`src/design/slab_pkg.sv`:
```
package slab_pkg;

    localparam int MAX_SAMPLES_DEF = 64;

    localparam int COORD_W = 32;
    localparam int STEP_W  = 31;
    localparam int PLIM_W  = 16;
    localparam int IDX_W   = 6;
    localparam int MAG_W   = 32;
    localparam int H_W     = 33;
    localparam int PROD_W  = 64;
    localparam int QC_W    = 61;
    localparam int BASE_W  = 62;
    localparam int PT_W    = 63;
    localparam int AHI_W   = 47;
    localparam int HI_W    = 53;
    localparam int LO_W    = 22;
    localparam int FRAC_W  = 16;

    localparam logic [STEP_W-1:0] STEP_RST = 31'd65536;
    localparam logic [PLIM_W-1:0] PLIM_RST = 16'd1;
    localparam logic [PROD_W-1:0] Q_CLAMP  = 64'h1000_0000_0000_0000;

    typedef enum logic {
        CFG_STEP = 1'b0,
        CFG_PLIM = 1'b1
    } t_cfg_idx;

    typedef struct packed {
        logic             start;
        logic [H_W-1:0]   a;
        logic [MAG_W-1:0] b;
    } t_mul_req;

    typedef struct packed {
        logic              start;
        logic [PROD_W-1:0] num;
        logic [PROD_W-1:0] den;
    } t_div_req;

    typedef struct packed {
        logic              done;
        logic [PROD_W-1:0] quo;
        logic              rem_nz;
    } t_div_res;

    function automatic logic [COORD_W-1:0] sat32(input logic signed [PT_W-1:0] v);
        logic signed [PT_W-1:0] hi;
        logic signed [PT_W-1:0] lo;
        hi = PT_W'(32'sh7FFF_FFFF);
        lo = PT_W'(-33'sd2147483648);
        if (v > hi) begin
            return 32'h7FFF_FFFF;
        end else if (v < lo) begin
            return 32'h8000_0000;
        end
        return v[COORD_W-1:0];
    endfunction

endpackage

```
`src/design/slab_mul.sv`:
```
module slab_mul (
    input  logic                          i_clk,
    input  logic                          i_rst_n,
    input  slab_pkg::t_mul_req            i_req,
    output logic                          o_done,
    output logic [slab_pkg::PROD_W-1:0]   o_prod
);
    import slab_pkg::*;

    localparam int CNT_W = $clog2(MAG_W);

    logic [PROD_W-1:0] r_a;
    logic [PROD_W-1:0] r_acc;
    logic [MAG_W-1:0]  r_b;
    logic [CNT_W-1:0]  r_cnt;
    logic              r_busy;
    logic              r_done;

    // shift-add, one multiplier bit per cycle
    always_ff @(posedge i_clk) begin
        if (!i_rst_n) begin
            r_busy <= 1'b0;
            r_done <= 1'b0;
        end else begin
            r_done <= 1'b0;
            if (i_req.start) begin
                r_a    <= PROD_W'(i_req.a);
                r_b    <= i_req.b;
                r_acc  <= '0;
                r_cnt  <= '0;
                r_busy <= 1'b1;
            end else if (r_busy) begin
                if (r_b[0]) begin
                    r_acc <= r_acc + r_a;
                end
                r_a   <= r_a << 1;
                r_b   <= r_b >> 1;
                r_cnt <= r_cnt + 1'b1;
                if (r_cnt == CNT_W'(MAG_W - 1)) begin
                    r_busy <= 1'b0;
                    r_done <= 1'b1;
                end
            end
        end
    end

    assign o_done = r_done;
    assign o_prod = r_acc;

endmodule

```
`src/design/slab_div.sv`:
```
module slab_div (
    input  logic                i_clk,
    input  logic                i_rst_n,
    input  slab_pkg::t_div_req  i_req,
    output slab_pkg::t_div_res  o_res
);
    import slab_pkg::*;

    localparam int CNT_W = $clog2(PROD_W);

    logic [PROD_W-1:0] r_rem;
    logic [PROD_W-1:0] r_q;
    logic [PROD_W-1:0] r_den;
    logic [CNT_W-1:0]  r_cnt;
    logic              r_busy;
    logic              r_done;

    logic [PROD_W:0]   trial;
    logic [PROD_W:0]   diff;
    logic              ge;

    // restoring division, one quotient bit per cycle
    assign trial = {r_rem, r_q[PROD_W-1]};
    assign diff  = trial - {1'b0, r_den};
    assign ge    = trial >= {1'b0, r_den};

    always_ff @(posedge i_clk) begin
        if (!i_rst_n) begin
            r_busy <= 1'b0;
            r_done <= 1'b0;
        end else begin
            r_done <= 1'b0;
            if (i_req.start) begin
                r_rem  <= '0;
                r_q    <= i_req.num;
                r_den  <= i_req.den;
                r_cnt  <= '0;
                r_busy <= 1'b1;
            end else if (r_busy) begin
                r_rem <= ge ? diff[PROD_W-1:0] : trial[PROD_W-1:0];
                r_q   <= {r_q[PROD_W-2:0], ge};
                r_cnt <= r_cnt + 1'b1;
                if (r_cnt == CNT_W'(PROD_W - 1)) begin
                    r_busy <= 1'b0;
                    r_done <= 1'b1;
                end
            end
        end
    end

    assign o_res.done   = r_done;
    assign o_res.quo    = r_q;
    assign o_res.rem_nz = |r_rem;

endmodule

```
`src/design/axis_slab_sampler.sv`:
```
// axis_slab_sampler: samples a line between a floor plane and a ceiling plane.
// Input channel (i_in_valid / o_in_stall) carries one request: line origin,
// line direction and the two plane heights, all signed Q16.16. Output channel
// (o_out_valid / i_out_stall) returns the sample points of that request, one
// result per accepted cycle, with o_last on the final one. A near-parallel
// line or a zero sample count gives a single result with o_empty_res set.
// Config port (i_cfg_we, i_cfg_index, i_cfg_data): index 0 is the sample
// step, index 1 the parallel limit. Write only while the block is idle.
// The first point is computed by one shared bit-serial multiplier (ten
// products), one shared bit-serial divider (three quotients) and a 32-step
// square root. A near-parallel line goes from the check state straight to its
// empty result; a zero count reaches it after the count division.
// Points then leave at one per cycle while the receiver does not stall; a new
// request is taken once the last result sits in the output register.
// A stalled receiver holds the output register and the emission.
// Reset: synchronous active low; restores step 1.0 and parallel limit 1,
// drops any request in flight and clears the output valid.
module axis_slab_sampler #(
    parameter int MAX_SAMPLES = slab_pkg::MAX_SAMPLES_DEF
) (
    input  logic                                 i_clk,
    input  logic                                 i_rst_n,
    input  logic                                 i_cfg_we,
    input  logic                                 i_cfg_index,
    input  logic [slab_pkg::STEP_W-1:0]          i_cfg_data,
    input  logic                                 i_in_valid,
    output logic                                 o_in_stall,
    input  logic signed [slab_pkg::COORD_W-1:0]  i_origin_x,
    input  logic signed [slab_pkg::COORD_W-1:0]  i_origin_y,
    input  logic signed [slab_pkg::COORD_W-1:0]  i_origin_z,
    input  logic signed [slab_pkg::COORD_W-1:0]  i_dir_x,
    input  logic signed [slab_pkg::COORD_W-1:0]  i_dir_y,
    input  logic signed [slab_pkg::COORD_W-1:0]  i_dir_z,
    input  logic signed [slab_pkg::COORD_W-1:0]  i_floor_z,
    input  logic signed [slab_pkg::COORD_W-1:0]  i_ceiling_z,
    output logic                                 o_out_valid,
    input  logic                                 i_out_stall,
    output logic signed [slab_pkg::COORD_W-1:0]  o_point_x,
    output logic signed [slab_pkg::COORD_W-1:0]  o_point_y,
    output logic signed [slab_pkg::COORD_W-1:0]  o_point_z,
    output logic [slab_pkg::IDX_W-1:0]           o_sample_index,
    output logic                                 o_empty_res,
    output logic                                 o_clipped,
    output logic                                 o_last
);
    import slab_pkg::*;

    localparam int CNT_W = $clog2(MAX_SAMPLES + 1);
    localparam int SQ_W  = $clog2(MAG_W);

    typedef enum logic [4:0] {
        S_IDLE, S_CHECK, S_MBX, S_DBX, S_MBY, S_DBY, S_SQX, S_SQY, S_SQZ,
        S_SQRT, S_NORM, S_MNUM, S_MDEN, S_DCNT, S_MAX, S_MAY, S_MAZ,
        S_EMIT, S_EMPTY
    } t_state;

    t_state r_state;

    // configuration
    logic [STEP_W-1:0] r_step;
    logic [PLIM_W-1:0] r_plim;
    logic [STEP_W-1:0] step_eff;

    // request registers
    logic signed [COORD_W-1:0] r_org_x;
    logic signed [COORD_W-1:0] r_org_y;
    logic signed [COORD_W-1:0] r_floor;
    logic [MAG_W-1:0]          r_dabs [3];
    logic [2:0]                r_dneg;
    logic [H_W-1:0]            r_ah;
    logic                      r_hneg;
    logic [H_W-1:0]            r_dh;

    // shared units
    t_mul_req          r_mreq;
    t_div_req          r_dreq;
    logic              mul_done;
    logic [PROD_W-1:0] mul_prod;
    t_div_res          div_res;

    // square root
    logic [PROD_W-1:0] r_ssum;
    logic [PROD_W-1:0] r_sx;
    logic [PROD_W-1:0] r_sr;
    logic [PROD_W-1:0] r_sbit;
    logic [SQ_W-1:0]   r_scnt;
    logic [PROD_W-1:0] sq_trial;

    logic [PROD_W-1:0] r_num;

    // emission
    logic signed [BASE_W-1:0] r_base [3];
    logic [AHI_W-1:0]         r_ahi  [3];
    logic [FRAC_W-1:0]        r_alo  [3];
    logic [HI_W-1:0]          r_hacc [3];
    logic [LO_W-1:0]          r_lacc [3];
    logic [CNT_W-1:0]         r_i;
    logic [CNT_W-1:0]         r_count;
    logic                     r_clip;
    logic                     emit_last;

    // output register
    logic                      r_out_valid;
    logic signed [COORD_W-1:0] r_px;
    logic signed [COORD_W-1:0] r_py;
    logic signed [COORD_W-1:0] r_pz;
    logic [IDX_W-1:0]          r_idx;
    logic                      r_empty;
    logic                      r_oclip;
    logic                      r_last;

    // request decode
    logic signed [H_W-1:0] in_h;
    logic signed [H_W-1:0] in_dh;
    logic                  in_accept;

    // floor hit
    logic [QC_W-1:0]          q_clamped;
    logic                     base_sel_y;
    logic                     base_neg;
    logic signed [BASE_W-1:0] base_org;
    logic signed [BASE_W-1:0] base_q;
    logic signed [BASE_W-1:0] base_new;

    // count
    logic                     cnt_zero;
    logic                     cnt_clip;

    logic [COORD_W-1:0] pt [3];
    logic               out_free;

    slab_mul u_mul (
        .i_clk   (i_clk),
        .i_rst_n (i_rst_n),
        .i_req   (r_mreq),
        .o_done  (mul_done),
        .o_prod  (mul_prod)
    );

    slab_div u_div (
        .i_clk   (i_clk),
        .i_rst_n (i_rst_n),
        .i_req   (r_dreq),
        .o_res   (div_res)
    );

    assign in_accept = i_in_valid && (r_state == S_IDLE);
    assign in_h      = H_W'(i_floor_z) - H_W'(i_origin_z);
    assign in_dh     = H_W'(i_ceiling_z) - H_W'(i_floor_z);
    assign step_eff  = (r_step == '0) ? STEP_W'(1) : r_step;
    assign out_free  = !r_out_valid || !i_out_stall;

    // floor hit of x or y: origin plus signed, clamped quotient
    assign q_clamped  = (div_res.quo > Q_CLAMP) ? Q_CLAMP[QC_W-1:0] : div_res.quo[QC_W-1:0];
    assign base_sel_y = (r_state == S_DBY);
    assign base_neg   = r_hneg ^ (base_sel_y ? r_dneg[1] : r_dneg[0]) ^ r_dneg[2];
    assign base_org   = BASE_W'(base_sel_y ? r_org_y : r_org_x);
    assign base_q     = signed'({1'b0, q_clamped});
    assign base_new   = base_neg ? (base_org - base_q) : (base_org + base_q);

    assign sq_trial = r_sr + r_sbit;

    assign cnt_zero = (div_res.quo == '0) && !div_res.rem_nz;
    assign cnt_clip = (div_res.quo > PROD_W'(MAX_SAMPLES))
                   || ((div_res.quo == PROD_W'(MAX_SAMPLES)) && div_res.rem_nz);

    assign emit_last = (r_i + CNT_W'(1)) == r_count;

    // point of the current index: floor hit plus upward-signed offset
    always_comb begin
        logic [HI_W-1:0]        off;
        logic signed [PT_W-1:0] offs;
        logic signed [PT_W-1:0] sum;
        logic                   neg;
        for (int c = 0; c < 3; c++) begin
            off   = r_hacc[c] + HI_W'(r_lacc[c][LO_W-1:FRAC_W]);
            offs  = signed'(PT_W'(off));
            neg   = r_dneg[c] ^ r_dneg[2];
            sum   = PT_W'(r_base[c]) + (neg ? -offs : offs);
            pt[c] = sat32(sum);
        end
    end

    always_ff @(posedge i_clk) begin
        if (!i_rst_n) begin
            r_step <= STEP_RST;
            r_plim <= PLIM_RST;
        end else if (i_cfg_we) begin
            unique case (t_cfg_idx'(i_cfg_index))
                CFG_STEP: r_step <= i_cfg_data;
                CFG_PLIM: r_plim <= i_cfg_data[PLIM_W-1:0];
                default:  r_step <= r_step;
            endcase
        end
    end

    always_ff @(posedge i_clk) begin
        if (!i_rst_n) begin
            r_state      <= S_IDLE;
            r_out_valid  <= 1'b0;
            r_mreq.start <= 1'b0;
            r_dreq.start <= 1'b0;
        end else begin
            r_mreq.start <= 1'b0;
            r_dreq.start <= 1'b0;
            if (r_out_valid && !i_out_stall) begin
                r_out_valid <= 1'b0;
            end
            unique case (r_state)
                S_IDLE: begin
                    if (in_accept) begin
                        r_org_x   <= i_origin_x;
                        r_org_y   <= i_origin_y;
                        r_floor   <= i_floor_z;
                        r_dneg    <= {i_dir_z[COORD_W-1], i_dir_y[COORD_W-1],
                                      i_dir_x[COORD_W-1]};
                        r_dabs[0] <= i_dir_x[COORD_W-1] ? MAG_W'(-i_dir_x) : MAG_W'(i_dir_x);
                        r_dabs[1] <= i_dir_y[COORD_W-1] ? MAG_W'(-i_dir_y) : MAG_W'(i_dir_y);
                        r_dabs[2] <= i_dir_z[COORD_W-1] ? MAG_W'(-i_dir_z) : MAG_W'(i_dir_z);
                        r_hneg    <= in_h[H_W-1];
                        r_ah      <= in_h[H_W-1] ? H_W'(-in_h) : H_W'(in_h);
                        r_dh      <= in_dh[H_W-1] ? H_W'(-in_dh) : H_W'(in_dh);
                        r_state   <= S_CHECK;
                    end
                end
                S_CHECK: begin
                    // z of the floor hit is the floor itself
                    r_base[2] <= BASE_W'(r_floor);
                    if ((r_dabs[2] == '0) || (r_dabs[2] < MAG_W'(r_plim))) begin
                        r_state <= S_EMPTY;
                    end else begin
                        r_mreq  <= '{start: 1'b1, a: r_ah, b: r_dabs[0]};
                        r_state <= S_MBX;
                    end
                end
                S_MBX: begin
                    if (mul_done) begin
                        r_dreq  <= '{start: 1'b1, num: mul_prod, den: PROD_W'(r_dabs[2])};
                        r_state <= S_DBX;
                    end
                end
                S_DBX: begin
                    if (div_res.done) begin
                        r_base[0] <= base_new;
                        r_mreq    <= '{start: 1'b1, a: r_ah, b: r_dabs[1]};
                        r_state   <= S_MBY;
                    end
                end
                S_MBY: begin
                    if (mul_done) begin
                        r_dreq  <= '{start: 1'b1, num: mul_prod, den: PROD_W'(r_dabs[2])};
                        r_state <= S_DBY;
                    end
                end
                S_DBY: begin
                    if (div_res.done) begin
                        r_base[1] <= base_new;
                        r_mreq    <= '{start: 1'b1, a: H_W'(r_dabs[0]), b: r_dabs[0]};
                        r_state   <= S_SQX;
                    end
                end
                S_SQX: begin
                    if (mul_done) begin
                        r_ssum  <= mul_prod;
                        r_mreq  <= '{start: 1'b1, a: H_W'(r_dabs[1]), b: r_dabs[1]};
                        r_state <= S_SQY;
                    end
                end
                S_SQY: begin
                    if (mul_done) begin
                        r_ssum  <= r_ssum + mul_prod;
                        r_mreq  <= '{start: 1'b1, a: H_W'(r_dabs[2]), b: r_dabs[2]};
                        r_state <= S_SQZ;
                    end
                end
                S_SQZ: begin
                    if (mul_done) begin
                        r_sx    <= r_ssum + mul_prod;
                        r_sr    <= '0;
                        r_sbit  <= PROD_W'(1) << (PROD_W - 2);
                        r_scnt  <= '0;
                        r_state <= S_SQRT;
                    end
                end
                S_SQRT: begin
                    // one root bit per cycle
                    if (r_sx >= sq_trial) begin
                        r_sx <= r_sx - sq_trial;
                        r_sr <= (r_sr >> 1) + r_sbit;
                    end else begin
                        r_sr <= r_sr >> 1;
                    end
                    r_sbit <= r_sbit >> 2;
                    r_scnt <= r_scnt + 1'b1;
                    if (r_scnt == SQ_W'(MAG_W - 1)) begin
                        r_state <= S_NORM;
                    end
                end
                S_NORM: begin
                    r_mreq  <= '{start: 1'b1, a: r_dh, b: r_sr[MAG_W-1:0]};
                    r_state <= S_MNUM;
                end
                S_MNUM: begin
                    if (mul_done) begin
                        r_num   <= mul_prod;
                        r_mreq  <= '{start: 1'b1, a: H_W'(r_dabs[2]), b: MAG_W'(step_eff)};
                        r_state <= S_MDEN;
                    end
                end
                S_MDEN: begin
                    if (mul_done) begin
                        r_dreq  <= '{start: 1'b1, num: r_num, den: mul_prod};
                        r_state <= S_DCNT;
                    end
                end
                S_DCNT: begin
                    if (div_res.done) begin
                        if (cnt_zero) begin
                            r_state <= S_EMPTY;
                        end else begin
                            r_clip  <= cnt_clip;
                            r_count <= cnt_clip ? CNT_W'(MAX_SAMPLES)
                                     : CNT_W'(div_res.quo) + CNT_W'(div_res.rem_nz);
                            r_mreq  <= '{start: 1'b1, a: H_W'(r_dabs[0]), b: MAG_W'(step_eff)};
                            r_state <= S_MAX;
                        end
                    end
                end
                S_MAX: begin
                    if (mul_done) begin
                        r_ahi[0] <= mul_prod[FRAC_W +: AHI_W];
                        r_alo[0] <= mul_prod[FRAC_W-1:0];
                        r_mreq   <= '{start: 1'b1, a: H_W'(r_dabs[1]), b: MAG_W'(step_eff)};
                        r_state  <= S_MAY;
                    end
                end
                S_MAY: begin
                    if (mul_done) begin
                        r_ahi[1] <= mul_prod[FRAC_W +: AHI_W];
                        r_alo[1] <= mul_prod[FRAC_W-1:0];
                        r_mreq   <= '{start: 1'b1, a: H_W'(r_dabs[2]), b: MAG_W'(step_eff)};
                        r_state  <= S_MAZ;
                    end
                end
                S_MAZ: begin
                    if (mul_done) begin
                        r_ahi[2] <= mul_prod[FRAC_W +: AHI_W];
                        r_alo[2] <= mul_prod[FRAC_W-1:0];
                        for (int c = 0; c < 3; c++) begin
                            r_hacc[c] <= '0;
                            r_lacc[c] <= '0;
                        end
                        r_i     <= '0;
                        r_state <= S_EMIT;
                    end
                end
                S_EMIT: begin
                    // one point per free output slot, then advance the offsets
                    if (out_free) begin
                        r_out_valid <= 1'b1;
                        r_px        <= pt[0];
                        r_py        <= pt[1];
                        r_pz        <= pt[2];
                        r_idx       <= IDX_W'(r_i);
                        r_empty     <= 1'b0;
                        r_oclip     <= r_clip;
                        r_last      <= emit_last;
                        for (int c = 0; c < 3; c++) begin
                            r_hacc[c] <= r_hacc[c] + HI_W'(r_ahi[c]);
                            r_lacc[c] <= r_lacc[c] + LO_W'(r_alo[c]);
                        end
                        r_i <= r_i + CNT_W'(1);
                        if (emit_last) begin
                            r_state <= S_IDLE;
                        end
                    end
                end
                S_EMPTY: begin
                    if (out_free) begin
                        r_out_valid <= 1'b1;
                        r_px        <= '0;
                        r_py        <= '0;
                        r_pz        <= '0;
                        r_idx       <= '0;
                        r_empty     <= 1'b1;
                        r_oclip     <= 1'b0;
                        r_last      <= 1'b1;
                        r_state     <= S_IDLE;
                    end
                end
                default: r_state <= S_IDLE;
            endcase
        end
    end

    assign o_in_stall     = (r_state != S_IDLE);
    assign o_out_valid    = r_out_valid;
    assign o_point_x      = r_px;
    assign o_point_y      = r_py;
    assign o_point_z      = r_pz;
    assign o_sample_index = r_idx;
    assign o_empty_res    = r_empty;
    assign o_clipped      = r_oclip;
    assign o_last         = r_last;

    a_empty_single: assert property (@(posedge i_clk) disable iff (!i_rst_n)
        (o_out_valid && o_empty_res) |-> (o_last && !o_clipped && (o_sample_index == '0)))
        else $error("empty result must be a single final result");

    a_busy_from_request: assert property (@(posedge i_clk) disable iff (!i_rst_n)
        $rose(o_in_stall) |-> $past(i_in_valid))
        else $error("block went busy without a request");

    a_points_stream: assert property (@(posedge i_clk) disable iff (!i_rst_n)
        (o_out_valid && !i_out_stall && !o_last) |=> o_out_valid)
        else $error("gap inside a run of sample points");

endmodule
```
`config.mk`:
```
export PLATFORM = sky130hd
export DESIGN_NAME = axis_slab_sampler
export DESIGN_NICKNAME = d
export VERILOG_FILES = /design/src/design/slab_pkg.sv /design/src/design/slab_mul.sv /design/src/design/slab_div.sv /design/src/design/axis_slab_sampler.sv
export SDC_FILE = /design/constraint.sdc
export NUM_CORES = 2
export LEC_CHECK = 0
export BUFFER_PORTS_ARGS = -buffer_cell sky130_fd_sc_hd__buf_4
export CORE_ASPECT_RATIO = 0.6
export CORE_MARGIN = 8
export CORE_UTILIZATION = 35
export CTS_CLUSTER_DIAMETER = 100
export DETAILED_ROUTE_END_ITERATION = 7
export SLEW_MARGIN = 20
export SYNTH_ARGS = -nofsm -noshare
export SYNTH_HDL_FRONTEND = slang
export SYNTH_SLANG_ARGS = --single-unit
```
`constraint.sdc`:
```
create_clock -name i_clk -period 18.7 [get_ports i_clk]
set_clock_uncertainty 0.2 [all_clocks]
set_input_delay 1.87 -clock i_clk [delete_from_list [all_inputs] [get_ports i_clk]]
set_output_delay 1.87 -clock i_clk [all_outputs]
set_load 0.005 [all_outputs]
```
After elaboration in Yosys (flattened, before gate mapping)
Memories as Yosys holds them, arrays and structs flattened.
Index checks and enable logic that the tools add are counted.
{"block": "op_classes", "muxes": 168, "n_lt_le_gt_ge": 11, "div_mod_pow": 0, "add_sub_neg": 34, "shift": 0, "n_reduce_logical": 53, "bitwise_logic": 15, "mul": 0, "eq_ne": 46}
{"operator": "2-to-1 mux 64 bit", "count": 13}
{"operator": "2-to-1 mux 32 bit", "count": 20}
{"operator": "2-to-1 mux 66 bit", "count": 9}
{"operator": "one-hot mux 66 bit (9 select lines)", "count": 1}
{"operator": "one-hot mux 64 bit (2 select lines)", "count": 4}
{"operator": "2-to-1 mux 129 bit", "count": 2}
{"operator": "one-hot mux 129 bit (2 select lines)", "count": 1}
{"operator": "2-to-1 mux 62 bit", "count": 4}
{"operator": "adder 64 bit", "count": 3}
{"operator": "one-hot mux 32 bit (2 select lines)", "count": 3}
{"operator": "> comparator 63 x 32 -> 1 bit (second input constant)", "count": 3}
{"operator": "less-than comparator 63 x 32 -> 1 bit (second input constant)", "count": 3}
{"operator": "adder 53 x 47 -> 53 bit", "count": 3}
{"operator": "adder 53 x 6 -> 53 bit", "count": 3}
{"operator": "2-to-1 mux 53 bit", "count": 3}
{"operator": "subtractor 64 bit", "count": 2}
{"operator": "adder 62 x 63 -> 63 bit", "count": 2}
{"operator": "2-to-1 mux 63 bit", "count": 2}
{"operator": "negation 53 -> 63 bit", "count": 2}
{"operator": "OR reduction 62 bit", "count": 2}
{"operator": "2-to-1 mux 5 bit", "count": 22}
{"operator": "negation 32 bit", "count": 3}
{"operator": "one-hot mux 5 bit (19 select lines)", "count": 1}
{"operator": "2-to-1 mux 47 bit", "count": 2}
{"operator": "62 further kinds", "count": 214}
{"block": "totals", "latchBits": 0, "inputBits": 293, "word_cells": 381, "memories": 6, "ff_bits": 1226, "output_inout_bits": 107, "ram_bits": 696, "romBits": 0}
{"name": "r_base", "words": 3, "word_bits": 62, "read_ports": 3, "rd_ports_with_merged_regs": 0, "wr": 1, "line_no": "axis_slab_sampler.sv:92", "text": "logic signed [BASE_W-1:0] r_base [3];"}
{"name": "r_hacc", "words": 3, "word_bits": 53, "read_ports": 3, "rd_ports_with_merged_regs": 0, "wr": 3, "line_no": "axis_slab_sampler.sv:95", "text": "logic [HI_W-1:0] r_hacc [3];"}
{"name": "r_ahi", "words": 3, "word_bits": 47, "read_ports": 3, "rd_ports_with_merged_regs": 0, "wr": 1, "line_no": "axis_slab_sampler.sv:93", "text": "logic [AHI_W-1:0] r_ahi [3];"}
{"name": "r_dabs", "words": 3, "word_bits": 32, "read_ports": 3, "rd_ports_with_merged_regs": 0, "wr": 3, "line_no": "axis_slab_sampler.sv:68", "text": "logic [MAG_W-1:0] r_dabs [3];"}
{"name": "r_lacc", "words": 3, "word_bits": 22, "read_ports": 3, "rd_ports_with_merged_regs": 0, "wr": 3, "line_no": "axis_slab_sampler.sv:96", "text": "logic [LO_W-1:0] r_lacc [3];"}
{"name": "r_alo", "words": 3, "word_bits": 16, "read_ports": 3, "rd_ports_with_merged_regs": 0, "wr": 1, "line_no": "axis_slab_sampler.sv:94", "text": "logic [FRAC_W-1:0] r_alo [3];"}

Logic depth before layout (Yosys ltp)
An unclocked memory read counts as a cell.
{"block": "logic_depth", "depth_word": 11, "mapped_depth": 34}

By module
A second synthesis with hierarchy kept.
{"block": "hier_totals", "cells_unflattened": 12490, "area_unflattened_um2": 125247.6}
{"module": "axis_slab_sampler", "instances": 1, "cells_each": 10420, "seq_area_each_um2": 44282.5, "area_each_um2": 102772.3}
{"module": "slab_div", "instances": 1, "cells_each": 1135, "seq_area_each_um2": 5985.7, "area_each_um2": 12238.0}
{"module": "slab_mul", "instances": 1, "cells_each": 935, "seq_area_each_um2": 4994.8, "area_each_um2": 10237.3}

Worst setup path before layout
Ideal clock, no wire load.
{"block": "synth_path", "path_type": "input to register", "from": "input port i_rst_n", "to": "register r_sx[0], enable pin", "setup_ns": 0.584, "path_stages": 3, "slack_ns": 1.288, "t_arrival_ns": 16.628, "required_ns": 17.916, "path_cell_list": "inv_1 > nor4_1 > a21boi_0"}
{"block": "synth_via", "elab_chain_len": 1}
{"element": "start: declaration", "line_no": "axis_slab_sampler.sv:22", "text": "input logic i_rst_n,"}
{"element": "AND reduction 4 bit (no line)"}
{"element": "end signal: assignment", "line_no": "axis_slab_sampler.sv:278", "text": "r_sx <= r_ssum + mul_prod;"}
{"element": "end signal: assignment", "line_no": "axis_slab_sampler.sv:288", "text": "r_sx <= r_sx - sq_trial;"}
{"element": "end: declaration", "line_no": "axis_slab_sampler.sv:83", "text": "logic [PROD_W-1:0] r_sx;"}
No other way between the ends.
A chain may end at the register's enable or synchronous reset.

==> impl_metrics.py <==
metrics = {
    "route": {
        "drc": 0,
        "firstDrtPassIters": 7,
        "ant_nets": 0,
        "vias": 101885,
        "drt-total-wl_um": 452000,
        "wl_per_cell_um": 25.6,
        "drt-vias-per-instance": 5.78,
        "drt_iter0_markers": 14273,
    },
    "worst_setup_path": {
        "end_kind": "flip-flop",
        "critPathMaxStageDelay_ps": 810,
        "cp-startpoint": "r_lacc[0][16]",
        "cp.arrival_ps": 10150,
        "worstSetupPathType": "reg -> reg",
        "r2r_end": "o_point_x[2]",
        "required_ps": 19100,
        "r2r_cells": 32,
        "worstPathMaxFanout": 31,
        "crit_end": "o_point_x[2]",
        "startpoint_type": "flip-flop",
        "r2r_slack_ps": 8950,
        "crit_slowest_cell": "nor4_1",
        "r2r_start": "r_lacc[0][16]",
    },
    "placed_design": {
        "routabilityCongestion": 0.977,
        "io_buffer_count": 399,
        "hpwl_um": 349000,
        "place_inst": 17262,
        "pre_cts_slack_ps": 9280,
        "place_area_um2": 133000,
    },
    "min_path": {
        "worstHoldStart": "r_dreq[50]",
        "hp-class": "reg -> reg",
    },
    "clock_network": {
        "cts_buffers": 197,
        "cts_setup_buffers": 0,
        "insertion_delay_ps": 910,
        "hold_buffers": 0,
        "cts_tree": "built",
        "post_cts_resized": 0,
        "clock_path_buffers": 4,
        "htree_levels": 4,
        "cts_root_buf": "clkbuf_16",
        "clkSinkCount": 1860,
        "cts.clk_slew.worst_paths_ps": 70,
    },
    "floorplan": {
        "design.core.area_um2": 354000,
        "start_util_pct": 35.2,
        "io_pins": 400,
        "die_x_um": 786,
        "die_y_um": 478,
        "die_area_um2": 376000,
        "num_rows": 169,
    },
    "logic_synthesis": {
        "ys_seq_elements": 1860,
        "ys.flop_type": "edfxtp_1",
        "yosys_warnings": 0,
        "synth_cell_types": 112,
        "netlist_area_um2": 125000,
        "synth_edf_count": 1801,
        "yosysSeqAreaShare_pct": 44.4,
        "synthCells": 12443,
        "syn_nets": 13616,
        "async_flop_share_pct": 0,
        "syn_avg_cell_area_um2": 10.0,
    },
    "power": {
        "vdd_drop_max_uv": 69.4,
        "power_density_nw_per_um2": 95.8,
        "leakage_nw": 52.5,
    },
    "run_status": {
        "outcome": "completed",
    },
    "sta": {
        "period_needed_ps": 9750,
        "slew_headroom_pct": 15.6,
        "fmax_mhz": 103,
        "finalCritPeriodShare_pct": 52.1,
        "setup_viol": 0,
        "rsz0062_at_grt": "false",
        "setup_ws_ps": 8950,
        "worst_slew_pin_slew_ps": 1260,
        "tns_ps": 0,
        "hold_viol_final": 0,
        "slew_viol_final": 0,
    },
    "global_routing": {
        "gr-total-overflow": 0,
        "first_global_vias": 89260,
        "antenna_found_initial": 27,
        "grtUsageTotal_pct": 22.8,
        "grt_max_degree": 136,
        "grt_pass1_wl_um": 644000,
    },
    "final_layout": {
        "final_common_cell": "edfxtp_1",
        "fin_area_um2": 140000,
        "multiInputGateArea_um2": 66300,
        "regArea_um2": 55300,
        "nets": 13933,
        "area_growth_pct": 12.2,
        "mostFrequentLayoutCells": "edfxtp_1 (1,801), nand2_1 (1,155), nor2_1 (1,009)",
        "finalNonFillerCells": 17638,
        "n_fill_cell": 34595,
        "drive_gt1_share_pct": 9.34,
    },
    "flow_run": {
        "cap_violations": 0,
    },
}
==> how the worst min path moves through the flow <==
stage | end | cells after the start
after floorplan | r_base[0][124] | 0
after global placement | u_div.r_den[57] | 0
after detailed placement | r_base[0][127] | 0
after CTS | u_div.r_den[0] | 0
after global routing | u_div.r_den[0] | 0
final | u_div.r_den[50] | 0
==> synth_stat cells (all sizes together) (153+ instances only) <==
cell | n | share of area, %
mux2 | 173 | 1.6
a21oi | 858 | 3.5
o21bai | 161 | 0.97
clkbuf | 359 | 1.1
ha | 861 | 8.6
edfxtp | 1801 | 43
o21ai | 711 | 2.9
nand2 | 1159 | 3.5
nand3 | 286 | 1.2
nor3 | 246 | 0.99
xnor2 | 771 | 5.4
xor2 | 468 | 3.3
and2 | 153 | 0.77
nor2 | 1027 | 3.1
inv | 459 | 1.4
a31oi | 185 | 0.95
a21o | 486 | 2.9
nor2b | 157 | 0.79
==> metal layers <==
metal / vias to the layer above / GRT usage, % / routed length, µm / share of wire, %
li1: 47165 / - / - / -
met1: 48948 / 37.3 / 222000 / 49
met2: 5239 / 28.4 / 164000 / 36
met3: 521 / 6.57 / 54700 / 12
met4: 12 / 5.11 / 11900 / 2.6
met5: - / 0 / 86 / 0.019
==> critical path, delay by kind of cell (launching register included) <==
family / cells / cell delay [ps]
AO/OA/AOI/OAI: 9 / 2030
buffers and inverters: 2 / 350
flip-flops: 1 / 450
AND/OR/NAND/NOR: 16 / 4980
adder cells (fa/ha/maj): 3 / 1090
XOR/XNOR: 2 / 370
==> state kept, by name (all words and copies together), names as in the netlist, 64 cells and up <==
signal        flops
r_lacc           66
r_mreq           66
r_ssum           64
r_ahi           141
u_div.r_q        64
u_div.r_rem      64
r_num            64
u_mul.r_a        64
r_base          156
r_dreq          129
r_dabs           96
r_sx             64
r_sr             64
u_div.r_den      64
r_hacc          159
u_mul.o_prod     64
==> power by group <==
part | internal (mW) | leakage [nW] | switching (mW)
logic | 1.42 | 32.3 | 2.58
registers | 5.05 | 17.0 | 0.268
clock network | 2.27 | 3.14 | 1.81
total | 8.74 | 52.5 | 4.66
==> cells by family (layout without fill, tap and decap cells) <==
| family | count (synthesis) | in the layout | synth area share (%) |
|---|---|---|---|
| AND/OR/NAND/NOR | 3895 | 3895 | 15.0 |
| AO/OA/AOI/OAI | 3433 | 3433 | 18.1 |
| buffers and inverters | 890 | 1363 | 2.73 |
| flip-flops | 1860 | 1860 | 44.4 |
| other | 0 | 20 | 0 |
| XOR/XNOR | 1239 | 1239 | 8.72 |
| multiplexers | 246 | 246 | 2.15 |
| adder cells (fa/ha/maj) | 880 | 880 | 8.95 |
==> area by class of cell <==
| cell class | count | share of cell area, % |
|---|---|---|
| multi-input combinational | 9693 | 47.4 |
| sequential | 1860 | 39.5 |
| timing repair buffer | 548 | 2.96 |
| clock buffer | 224 | 3.64 |
| clock inverter | 131 | 0.968 |
| inverter | 460 | 1.24 |
| tap | 4702 | 4.21 |
| antenna | 20 | 0.0358 |
==> stage by stage <==
step	hold WS [ps]	utilization (%)	power [mW]
6_report	193	39.5	13.4
2_1_floorplan	200	-	7.90
4_1_cts	174	39.5	13.4
3_3_place_gp	201	37.7	9.28
5_1_grt	202	39.5	13.9
3_5_place_dp	205	37.7	9.28
No activity file was read; power rests on OpenSTA's default activity.
